`src/rtl/core/zht_pkg.sv`:
```
// Package with shared types and constants for the zone hit tester.
`default_nettype none
package zht_pkg;
   localparam int MaxZonesDefault  = 16;
   localparam int CoordBitsDefault = 16;
   localparam logic [7:0] RadiusReset = 8'd20;

   localparam logic [1:0] CmdClear  = 2'd0;
   localparam logic [1:0] CmdAppend = 2'd1;
   localparam logic [1:0] CmdQuery  = 2'd2;
   localparam logic [1:0] CmdUnused = 2'd3;

   typedef struct packed {
      logic [1:0]  command;
      logic signed [15:0] rect_left;
      logic signed [15:0] rect_top;
      logic signed [15:0] rect_right;
      logic signed [15:0] rect_bottom;
      logic signed [15:0] point_x;
      logic signed [15:0] point_y;
   } req_type;

   typedef struct packed {
      logic [3:0] zone_index;
      logic       hit;
      logic       chose_smallest;
      logic       last;
   } rsp_type;

   // Commands from the controller to the datapath.
   typedef struct packed {
      logic clear;
      logic append;
      logic load_point;
      logic scan_start;
      logic scan_step;
      logic pair_start;
      logic pair_step;
      logic emit_start;
      logic emit_step;
   } ctl_type;

   // Status from the datapath to the controller.
   typedef struct packed {
      logic scan_done;
      logic pair_done;
      logic emit_done;
      logic empty_answer;
      logic overlap;
   } sts_type;
endpackage
`default_nettype wire

```
`src/rtl/core/zht_ctrl.sv`:
```
// Controller state machine that sequences clear, append and query requests.
`default_nettype none
module zht_ctrl
   import zht_pkg::*;
(
   input  wire logic    clock,
   input  wire logic    reset,
   input  wire logic    req_valid,
   input  wire logic [1:0] req_command,
   output logic         req_stall,
   input  wire logic    out_free,
   output ctl_type      ctl,
   input  wire sts_type sts
);
   typedef enum logic [4:0] {
      ST_IDLE = 5'b00001,
      ST_SCAN = 5'b00010,
      ST_PAIR = 5'b00100,
      ST_EMIT = 5'b01000,
      ST_WAIT = 5'b10000
   } state_type;

   state_type state_ff, state_in;
   logic      accept;

   assign req_stall = (state_ff != ST_IDLE);
   assign accept    = req_valid && !req_stall;

   always_comb begin
      state_in = state_ff;
      ctl      = '0;
      case (state_ff)
         ST_IDLE: begin
            if (accept) begin
               ctl.clear      = (req_command == CmdClear);
               ctl.append     = (req_command == CmdAppend);
               if (req_command == CmdQuery) begin
                  ctl.load_point = 1'b1;
                  ctl.scan_start = 1'b1;
                  state_in       = ST_SCAN;
               end
            end
         end
         ST_SCAN: begin
            if (sts.scan_done) begin
               ctl.pair_start = 1'b1;
               state_in       = ST_PAIR;
            end else begin
               ctl.scan_step = 1'b1;
            end
         end
         ST_PAIR: begin
            if (sts.pair_done || sts.overlap || sts.empty_answer) begin
               ctl.emit_start = 1'b1;
               state_in       = ST_EMIT;
            end else begin
               ctl.pair_step = 1'b1;
            end
         end
         ST_EMIT: begin
            if (out_free) begin
               ctl.emit_step = 1'b1;
               if (sts.emit_done) begin
                  state_in = ST_WAIT;
               end
            end
         end
         ST_WAIT: begin
            state_in = ST_IDLE;
         end
         default: begin
            state_in = ST_IDLE;
         end
      endcase
   end

   always_ff @(posedge clock) begin
      if (reset) begin
         state_ff <= ST_IDLE;
      end else begin
         state_ff <= state_in;
      end
   end
endmodule
`default_nettype wire

```
`src/rtl/core/zht_datapath.sv`:
```
// Datapath with the zone memory, capture scan, overlap search, area compare and result output.
`default_nettype none
module zht_datapath
   import zht_pkg::*;
#(
   parameter int MAX_ZONES  = MaxZonesDefault,
   parameter int COORD_BITS = CoordBitsDefault
) (
   input  wire logic    clock,
   input  wire logic    reset,
   input  wire req_type req_data,
   input  wire logic [7:0] radius,
   input  wire ctl_type ctl,
   output sts_type      sts,
   output logic         out_free,
   output logic         rsp_valid,
   input  wire logic    rsp_stall,
   output rsp_type      rsp_data
);
   localparam int IW = (MAX_ZONES > 1) ? $clog2(MAX_ZONES) : 1;
   localparam int CW = $clog2(MAX_ZONES + 1);
   localparam int EW = COORD_BITS + 2;
   localparam int AW = 2 * (COORD_BITS + 1);

   typedef struct packed {
      logic signed [COORD_BITS-1:0] l;
      logic signed [COORD_BITS-1:0] t;
      logic signed [COORD_BITS-1:0] r;
      logic signed [COORD_BITS-1:0] b;
   } zone_type;

   zone_type mem [MAX_ZONES];
   zone_type rd_ff;
   logic [IW-1:0] raddr;

   logic [CW-1:0] count_ff;
   logic [CW-1:0] scan_ff;
   logic          scan_val_ff;
   logic [IW-1:0] scan_idx_ff;
   logic signed [COORD_BITS-1:0] px_ff, py_ff;
   logic [MAX_ZONES-1:0] cap_ff;
   logic [CW-1:0] ncap_ff;
   logic          strict_ff;

   logic [IW-1:0] pi_ff, pj_ff;
   logic          pphase_ff;
   zone_type      za_ff;
   logic          pvalid_ff;
   logic          overlap_ff;
   logic          pdone_ff;

   logic [AW-1:0] best_area_ff;
   logic [IW-1:0] best_ff;
   logic          best_any_ff;
   logic [CW-1:0] emit_ff;

   logic          rsp_valid_ff;
   rsp_type       rsp_ff;

   assign out_free  = !rsp_valid_ff || !rsp_stall;
   assign rsp_valid = rsp_valid_ff;
   assign rsp_data  = rsp_ff;

   function automatic logic signed [COORD_BITS-1:0] crd(input logic signed [15:0] v);
      logic [COORD_BITS-1:0] e;
      e = COORD_BITS'(unsigned'(v));
      if (COORD_BITS > 16) begin
         e = COORD_BITS'(signed'(v[15:0]));
      end
      return signed'(e);
   endfunction

   // Memory address mux: scan index, pair read index or the area pass index.
   always_comb begin
      raddr = emit_ff[IW-1:0];
      if (ctl.scan_step) begin
         raddr = scan_ff[IW-1:0];
      end
      if (ctl.pair_start || ctl.pair_step) begin
         raddr = pphase_ff ? pj_ff : pi_ff;
      end
   end

   always_ff @(posedge clock) begin
      if (ctl.append && (count_ff < CW'(MAX_ZONES))) begin
         mem[count_ff[IW-1:0]] <= '{crd(req_data.rect_left), crd(req_data.rect_top),
                                   crd(req_data.rect_right), crd(req_data.rect_bottom)};
      end
      rd_ff <= mem[raddr];
   end

   always_ff @(posedge clock) begin
      if (reset) begin
         count_ff <= '0;
      end else if (ctl.clear) begin
         count_ff <= '0;
      end else if (ctl.append && (count_ff < CW'(MAX_ZONES))) begin
         count_ff <= count_ff + 1'b1;
      end
   end

   // Capture test on the registered memory read.
   logic signed [EW-1:0] el, et, er, eb, ex, ey, rr;
   logic                 proper, capt, strict;
   always_comb begin
      rr = EW'(radius);
      el = EW'(rd_ff.l);
      et = EW'(rd_ff.t);
      er = EW'(rd_ff.r);
      eb = EW'(rd_ff.b);
      ex = EW'(px_ff);
      ey = EW'(py_ff);
      proper = (rd_ff.l < rd_ff.r) && (rd_ff.t < rd_ff.b);
      capt = proper && (el - rr <= ex) && (ex <= er + rr)
             && (et - rr <= ey) && (ey <= eb + rr);
      strict = proper && (rd_ff.l <= px_ff) && (px_ff < rd_ff.r)
               && (rd_ff.t <= py_ff) && (py_ff < rd_ff.b);
   end

   always_ff @(posedge clock) begin
      if (ctl.load_point) begin
         px_ff <= crd(req_data.point_x);
         py_ff <= crd(req_data.point_y);
      end
   end

   always_ff @(posedge clock) begin
      if (reset) begin
         scan_ff     <= '0;
         scan_val_ff <= 1'b0;
         cap_ff      <= '0;
         ncap_ff     <= '0;
         strict_ff   <= 1'b0;
         scan_idx_ff <= '0;
      end else if (ctl.scan_start) begin
         scan_ff     <= '0;
         scan_val_ff <= 1'b0;
         cap_ff      <= '0;
         ncap_ff     <= '0;
         strict_ff   <= 1'b0;
      end else if (ctl.scan_step) begin
         scan_val_ff <= (scan_ff < count_ff);
         scan_idx_ff <= scan_ff[IW-1:0];
         if (scan_ff < count_ff) begin
            scan_ff <= scan_ff + 1'b1;
         end
         if (scan_val_ff) begin
            cap_ff[scan_idx_ff] <= capt;
            ncap_ff             <= ncap_ff + CW'(capt);
            strict_ff           <= strict_ff | strict;
         end
      end
   end

   assign sts.scan_done = !scan_val_ff && (scan_ff >= count_ff);
   assign sts.empty_answer = (ncap_ff == '0) || ((ncap_ff == CW'(1)) && !strict_ff);

   // Pair search: for each captured i, read zone i, then read each j>i and test the captured ones.
   logic signed [COORD_BITS-1:0] mt, mb, ml, mr;
   logic ovl;
   always_comb begin
      mt  = (za_ff.t > rd_ff.t) ? za_ff.t : rd_ff.t;
      mb  = (za_ff.b < rd_ff.b) ? za_ff.b : rd_ff.b;
      ml  = (za_ff.l > rd_ff.l) ? za_ff.l : rd_ff.l;
      mr  = (za_ff.r < rd_ff.r) ? za_ff.r : rd_ff.r;
      ovl = (mt < mb) && (ml < mr);
   end

   logic pv_is_a_ff;
   always_ff @(posedge clock) begin
      if (reset) begin
         pi_ff <= '0; pj_ff <= '0; pphase_ff <= 1'b0; pvalid_ff <= 1'b0;
         overlap_ff <= 1'b0; pdone_ff <= 1'b0; pv_is_a_ff <= 1'b0;
      end else if (ctl.pair_start) begin
         pi_ff <= '0; pj_ff <= '0; pphase_ff <= 1'b0; pvalid_ff <= 1'b0;
         overlap_ff <= 1'b0; pdone_ff <= 1'b0; pv_is_a_ff <= 1'b0;
      end else if (ctl.pair_step) begin
         // Issue: phase 0 reads zone i, phase 1 reads zone j.
         pvalid_ff  <= 1'b0;
         pv_is_a_ff <= !pphase_ff;
         if (!pphase_ff) begin
            if (!cap_ff[pi_ff]) begin
               if (32'(pi_ff) == MAX_ZONES - 1) pdone_ff <= 1'b1;
               else pi_ff <= pi_ff + 1'b1;
            end else if (32'(pi_ff) == MAX_ZONES - 1) begin
               pdone_ff <= 1'b1;
            end else begin
               pvalid_ff <= 1'b1;
               pphase_ff <= 1'b1;
               pj_ff     <= pi_ff + 1'b1;
            end
         end else begin
            pvalid_ff <= cap_ff[pj_ff];
            if (32'(pj_ff) == MAX_ZONES - 1) begin
               pphase_ff <= 1'b0;
               pi_ff     <= pi_ff + 1'b1;
            end else begin
               pj_ff <= pj_ff + 1'b1;
            end
         end
         if (pvalid_ff) begin
            if (pv_is_a_ff) za_ff <= rd_ff;
            else if (ovl) overlap_ff <= 1'b1;
         end
      end
   end
   assign sts.pair_done = pdone_ff && !pvalid_ff;
   assign sts.overlap   = overlap_ff;

   // Emission: overlap runs an area scan of captured zones, empty sends one miss, else lists them.
   logic [COORD_BITS:0] wdt, hgt;
   logic [AW-1:0] area_ff;
   logic          area_val_ff, area_val2_ff;
   logic [IW-1:0] area_idx_ff, area_idx2_ff;
   assign wdt = (COORD_BITS+1)'(rd_ff.r) - (COORD_BITS+1)'(rd_ff.l);
   assign hgt = (COORD_BITS+1)'(rd_ff.b) - (COORD_BITS+1)'(rd_ff.t);

   logic emit_mode_ovl_ff, emit_mode_empty_ff, final_out;
   logic [CW-1:0] listed_ff;

   always_ff @(posedge clock) begin
      if (reset) begin
         emit_ff <= '0; best_any_ff <= 1'b0; area_val_ff <= 1'b0; area_val2_ff <= 1'b0;
         emit_mode_ovl_ff <= 1'b0; emit_mode_empty_ff <= 1'b0;
         listed_ff <= '0; best_ff <= '0;
      end else if (ctl.emit_start) begin
         emit_ff <= '0; best_any_ff <= 1'b0; area_val_ff <= 1'b0; area_val2_ff <= 1'b0;
         listed_ff <= '0;
         emit_mode_ovl_ff   <= overlap_ff && !sts.empty_answer;
         emit_mode_empty_ff <= sts.empty_answer;
      end else begin
         // Area pipeline runs in overlap mode: read, multiply, compare.
         if (emit_mode_ovl_ff && (emit_ff < CW'(MAX_ZONES))) begin
            emit_ff <= emit_ff + 1'b1;
         end
         area_val_ff  <= emit_mode_ovl_ff && (emit_ff < CW'(MAX_ZONES))
                         && cap_ff[emit_ff[IW-1:0]];
         area_idx_ff  <= emit_ff[IW-1:0];
         area_val2_ff <= area_val_ff;
         area_idx2_ff <= area_idx_ff;
         area_ff      <= wdt * hgt;
         if (area_val2_ff && (!best_any_ff || area_ff <= best_area_ff)) begin
            best_any_ff  <= 1'b1;
            best_area_ff <= area_ff;
            best_ff      <= area_idx2_ff;
         end
         if (ctl.emit_step && !emit_mode_ovl_ff && !emit_mode_empty_ff) begin
            emit_ff <= emit_ff + 1'b1;
            if (cap_ff[emit_ff[IW-1:0]]) listed_ff <= listed_ff + 1'b1;
         end
      end
   end

   logic ovl_ready;
   assign ovl_ready = emit_mode_ovl_ff && (emit_ff >= CW'(MAX_ZONES))
                      && !area_val_ff && !area_val2_ff;
   assign final_out = (listed_ff + CW'(1) == ncap_ff);
   assign sts.emit_done = emit_mode_empty_ff ? 1'b1 :
                          emit_mode_ovl_ff ? ovl_ready :
                          ((emit_ff >= CW'(MAX_ZONES) - CW'(1))
                           || (cap_ff[emit_ff[IW-1:0]] && final_out));

   always_ff @(posedge clock) begin
      if (reset) begin
         rsp_valid_ff <= 1'b0;
      end else begin
         if (rsp_valid_ff && !rsp_stall) rsp_valid_ff <= 1'b0;
         if (ctl.emit_step) begin
            if (emit_mode_empty_ff) begin
               rsp_valid_ff <= 1'b1;
               rsp_ff       <= '{4'd0, 1'b0, 1'b0, 1'b1};
            end else if (emit_mode_ovl_ff) begin
               if (ovl_ready) begin
                  rsp_valid_ff <= 1'b1;
                  rsp_ff       <= '{4'(best_ff), 1'b1, 1'b1, 1'b1};
               end
            end else if (cap_ff[emit_ff[IW-1:0]]) begin
               rsp_valid_ff <= 1'b1;
               rsp_ff       <= '{4'(emit_ff[IW-1:0]), 1'b1, 1'b0, final_out};
            end
         end
      end
   end
endmodule
`default_nettype wire

```
`src/rtl/core/zone_hit_test_point.sv`:
```
// Top level of the zone hit tester with request, response and register ports.
`default_nettype none
// A query scans the zone table one entry per cycle, then checks captured pairs
// with one memory read per cycle, stopping early on an overlap or an empty
// answer. It then sends a single miss response for an empty answer, steps
// through the zones one per cycle while the response is not stalled to list
// the captured ones, or runs an area pass over the captured zones. The zone
// memory has one read port. Results leave through a registered response stage;
// the register write is taken at any time.
module zone_hit_test_point
   import zht_pkg::*;
#(
   parameter int MAX_ZONES  = MaxZonesDefault,
   parameter int COORD_BITS = CoordBitsDefault
) (
   input  wire logic    clock,
   input  wire logic    reset,
   input  wire logic    req_valid,
   output logic         req_stall,
   input  wire req_type req_data,
   output logic         rsp_valid,
   input  wire logic    rsp_stall,
   output rsp_type      rsp_data,
   input  wire logic    csr_valid,
   output logic         csr_ready,
   input  wire logic [7:0] csr_data
);
   logic [7:0] radius_ff;
   ctl_type    ctl;
   sts_type    sts;
   logic       out_free;

   assign csr_ready = 1'b1;
   always_ff @(posedge clock) begin
      if (reset) begin
         radius_ff <= RadiusReset;
      end else if (csr_valid) begin
         radius_ff <= csr_data;
      end
   end

   zht_ctrl u_ctrl (
      .clock       (clock),
      .reset       (reset),
      .req_valid   (req_valid),
      .req_command (req_data.command),
      .req_stall   (req_stall),
      .out_free    (out_free),
      .ctl         (ctl),
      .sts         (sts)
   );

   zht_datapath #(
      .MAX_ZONES  (MAX_ZONES),
      .COORD_BITS (COORD_BITS)
   ) u_dp (
      .clock     (clock),
      .reset     (reset),
      .req_data  (req_data),
      .radius    (radius_ff),
      .ctl       (ctl),
      .sts       (sts),
      .out_free  (out_free),
      .rsp_valid (rsp_valid),
      .rsp_stall (rsp_stall),
      .rsp_data  (rsp_data)
   );
endmodule
`default_nettype wire
```
`config.mk`:
```
export PLATFORM = sky130hd
export DESIGN_NAME = zone_hit_test_point
export DESIGN_NICKNAME = d
export VERILOG_FILES = /design/src/rtl/core/zht_pkg.sv /design/src/rtl/core/zht_ctrl.sv /design/src/rtl/core/zht_datapath.sv /design/src/rtl/core/zone_hit_test_point.sv
export SDC_FILE = /design/constraint.sdc
export NUM_CORES = 2
export LEC_CHECK = 0
export ABC_AREA = 1
export ABC_CLOCK_PERIOD_IN_PS = 12600
export BUFFER_PORTS_ARGS = -buffer_cell sky130_fd_sc_hd__buf_2
export CAP_MARGIN = 30
export CORE_MARGIN = 1.5
export CORE_UTILIZATION = 26
export DETAILED_ROUTE_END_ITERATION = 12
export PLACE_DENSITY = 0.38
export SYNTH_ARGS = -nofsm -noshare
export SYNTH_HDL_FRONTEND = slang
export SYNTH_SLANG_ARGS = --single-unit
```
`constraint.sdc`:
```
create_clock -name clock -period 12.6 [get_ports clock]
set_input_delay 1.89 -clock clock [delete_from_list [all_inputs] [get_ports clock]]
set_output_delay 1.89 -clock clock [all_outputs]
set_load 0.1 [all_outputs]
```
==> impl_metrics.csv <==
group,metric,value,unit
status,status,"finished, final reports clean",
worst_setup_path,cp.required,13.13,ns
global_route,grt_first_pass_wirelength,338000,um
synth,synth_flop_cell,"edfxtp_1",
worst_setup_path,critPathMaxFanout,13,
floorplan,die-width,526,um
clocking,htree_levels,4,
clocking,hold_buffers,0,
synth,synthDistinctLibCells,63,
clocking,cts_resized,0,
routing,wl_per_cell,22.3,um
power,ir_drop,0.682,mV
final_layout,seq_area,39100,um^2
power,p_total,23200,uW
worst_setup_path,critPathSlowestCell,"fa_1",
worst_setup_path,cp.arrival,9.09,ns
routing,wirelength,233000,um
synth,synth_edf_count,1203,
placement,io_buffers,119,
clocking,path_clk_slew,0.06,ns
hold_path,hp-start,"u_dp.area_idx_ff[3]$_DFFE_PP_",
power,powerDensity,286,nW/um^2
global_route,grt-ovfl-total,0,
synth,synth.ff_latch_count,1350,
sta,min_period,8.56,ns
synth,ys_warn_count,0,
clocking,cts_tree,"built",
synth,syn_inst,6658,
floorplan,ios,121,
placement,dp_hpwl,150000,um
final_layout,layout_commonest_cell,"edfxtp_1",
worst_setup_path,reg2reg_slack,4.04,ns
synth,avgSynthCellArea,10.7,um^2
worst_setup_path,crit_path_start_kind,"flip-flop",
clocking,worstSkewPairLatency,0.82,ns
synth,synth_area_leaders,"edfxtp_1 51%, ha_1 7.9%, fa_1 6.5%",
worst_setup_path,cpPeakStageDelay,0.56,ns
clocking,root_buffer,"clkbuf_16",
worst_setup_path,timing.rr.start,"u_dp.er[0]$_DFF_P_",
sta,final-setup-viol-count,0,
final_layout,multi_input_area,27300,um^2
final_layout,area_growth,14.2,%
sta,slew_viol_final,0,
sta,setup_tns,0,ns
floorplan,core,271000,um^2
floorplan,die-area,277000,um^2
placement,gp_congestion,0.842,
routing,firstDrtPassIters,5,
synth,seq_area_frac_synth,55.0,%
final_layout,drive_above_1_share,7.26,%
sta,period_share,67.9,%
global_route,grt_max_degree,175,
placement,dp.cells,10141,
worst_setup_path,cp_top_family,"adder cells",
hold_path,hold_path.class,"reg -> reg",
sta,max_freq,117,MHz
hold_path,hold_depth,0,
synth,synth_top_area_cell,"edfxtp_1",
synth,yosysTopAreaCellShare,50.8,%
sta,relSlewSlack,32.8,%
synth,synth_nets,7445,
floorplan,start_util,26.2,%
final_layout,mostFrequentLayoutCells,"1203 x edfxtp_1, 934 x nand2_1, 933 x inv_1, 548 x a21oi_1, 446 x ha_1",
routing,detail_route.iter0.violations,3231,
clocking,cts.sinks,1350,
final_layout,final_util,29.9,%
run,maxCapViolations,0,
global_route,antenna_found_initial,37,
floorplan,die_h,526,um
synth,synth-async-reset-ratio,0,%
synth,syn_area,71100,um^2
worst_setup_path,r2r-end,"u_dp.area_ff[30]$_DFFE_PP_",
routing,via_per_inst,4.67,
final_layout,fill_cells,27854,
final_layout,fin_area,81200,um^2
worst_setup_path,crit_buf_inv,7,
routing,drc,0,
worst_setup_path,cp-end-kind,"flip-flop",
power,leakagePower,0.0318,uW
placement,post_dp_cell_area,75900,um^2
worst_setup_path,path_class,"reg -> reg",
sta,final.setup_skew,0.0644,ns
clocking,postCtsSetupBuffers,0,
worst_setup_path,rr_worst_depth,37,
sta,grt_setup_unrepaired,"no",
routing,vias,48788,
clocking,cts_buffer_depth,3,
global_route,gr-usage-all-layers,16.6,%
routing,ant_nets,0,
sta,final_hold_viol_count,0,
floorplan,num_rows,191,
clocking,numCtsBuffers,164,
final_layout,final_cells,10449,
final_layout,final_net_count,7524,
sta,worstMarginPinSlew,1.00,ns
global_route,first_global_vias,48344,
hold_path,hold-path-endpoint,"u_dp.area_idx2_ff[3]$_DFFE_PP_",
==> report_power, final <==
part	total, uW	switching, uW	internal (uW)
Combinational	12700	7760	4980
Sequential	5790	72.3	5720
Clock	4670	1990	2680
==> worst max path at each step <==
stage / from / endpoint / slack (ns) / cells past startpoint
3_5_place_dp: u_dp.er[0]$_DFF_P_ / u_dp.area_ff[30]$_DFFE_PP_ / 4.02 / 37
6_report: u_dp.er[0]$_DFF_P_ / u_dp.area_ff[30]$_DFFE_PP_ / 4.04 / 37
2_1_floorplan: reset / u_dp.za_ff[0]$_DFFE_PP_ / 3.59 / 4
3_3_place_gp: u_dp.er[0]$_DFF_P_ / u_dp.area_ff[30]$_DFFE_PP_ / 4.04 / 39
4_1_cts: u_dp.er[0]$_DFF_P_ / u_dp.area_ff[30]$_DFFE_PP_ / 3.98 / 37
5_1_grt: u_dp.er[0]$_DFF_P_ / u_dp.area_ff[33]$_DFFE_PP_ / 3.33 / 44
==> synthesized netlist by cell type, types with 113 or more instances <==
master / number
nand2_1: 935
clkbuf_1: 150
o221ai_1: 170
nand3_1: 180
o21ai_1: 416
ha_1: 446
nor2_1: 359
buf_2: 113
o21ai_0: 353
edfxtp_1: 1203
dfxtp_1: 147
a21oi_1: 548
fa_1: 230
inv_1: 934
==> stage by stage <==
step                      hold WS, ns  setup slack (ns)
final                           0.420              4.04
after global routing            0.423              3.33
after CTS                       0.422              3.98
after detailed placement        0.407              4.02
after global placement          0.402              4.04
after floorplan                 0.400              3.59
==> routing by layer <==
layer | global-route usage, % | part of all wire [%]
met1 | 21.3 | 44
met2 | 29.0 | 49
met3 | 2.11 | 3.4
met4 | 4.49 | 2.7
met5 | 0 | 0.034
==> area by class of cell <==
type | count | share of cell area, %
Antenna cell | 9 | 0.0277
Tap cell | 3570 | 5.50
Clock buffer | 213 | 5.41
Multi-Input combinational cell | 4061 | 33.6
Timing Repair Buffer | 206 | 1.74
Inverter | 954 | 4.44
Clock inverter | 86 | 1.11
Sequential cell | 1350 | 48.1
==> kinds of logic (layout without fill, tap and decap cells) <==
family                     after synthesis  after routing  synth area share (%)
adders and majority gates              676            676                  14.3
other                                    1             10               0.00528
AOI/OAI and AO/OA                     1692           1692                  13.4
DFF                                   1350           1350                  55.0
xor gates and xnor gates               106            106                  1.33
and+or+nand+nor                       1586           1586                  9.08
buffers and inverters                 1247           1459                  6.89
==> sequential cells by signal (all words and copies together), names as in the netlist, 5 cells and up <==
name               flops
u_dp.mem            1024
u_dp.za_ff            64
u_dp.area_ff          34
u_dp.best_area_ff     34
u_dp.cap_ff           16
u_dp.eb               16
u_dp.el               16
u_dp.er               16
u_dp.et               16
u_dp.px_ff            16
u_dp.py_ff            16
radius_ff              8
u_dp.rsp_data          7
u_ctrl.state_ff        5
u_dp.count_ff          5
u_dp.emit_ff           5
u_dp.listed_ff         5
u_dp.ncap_ff           5
u_dp.scan_ff           5
(Power assumes the default switching activity.)
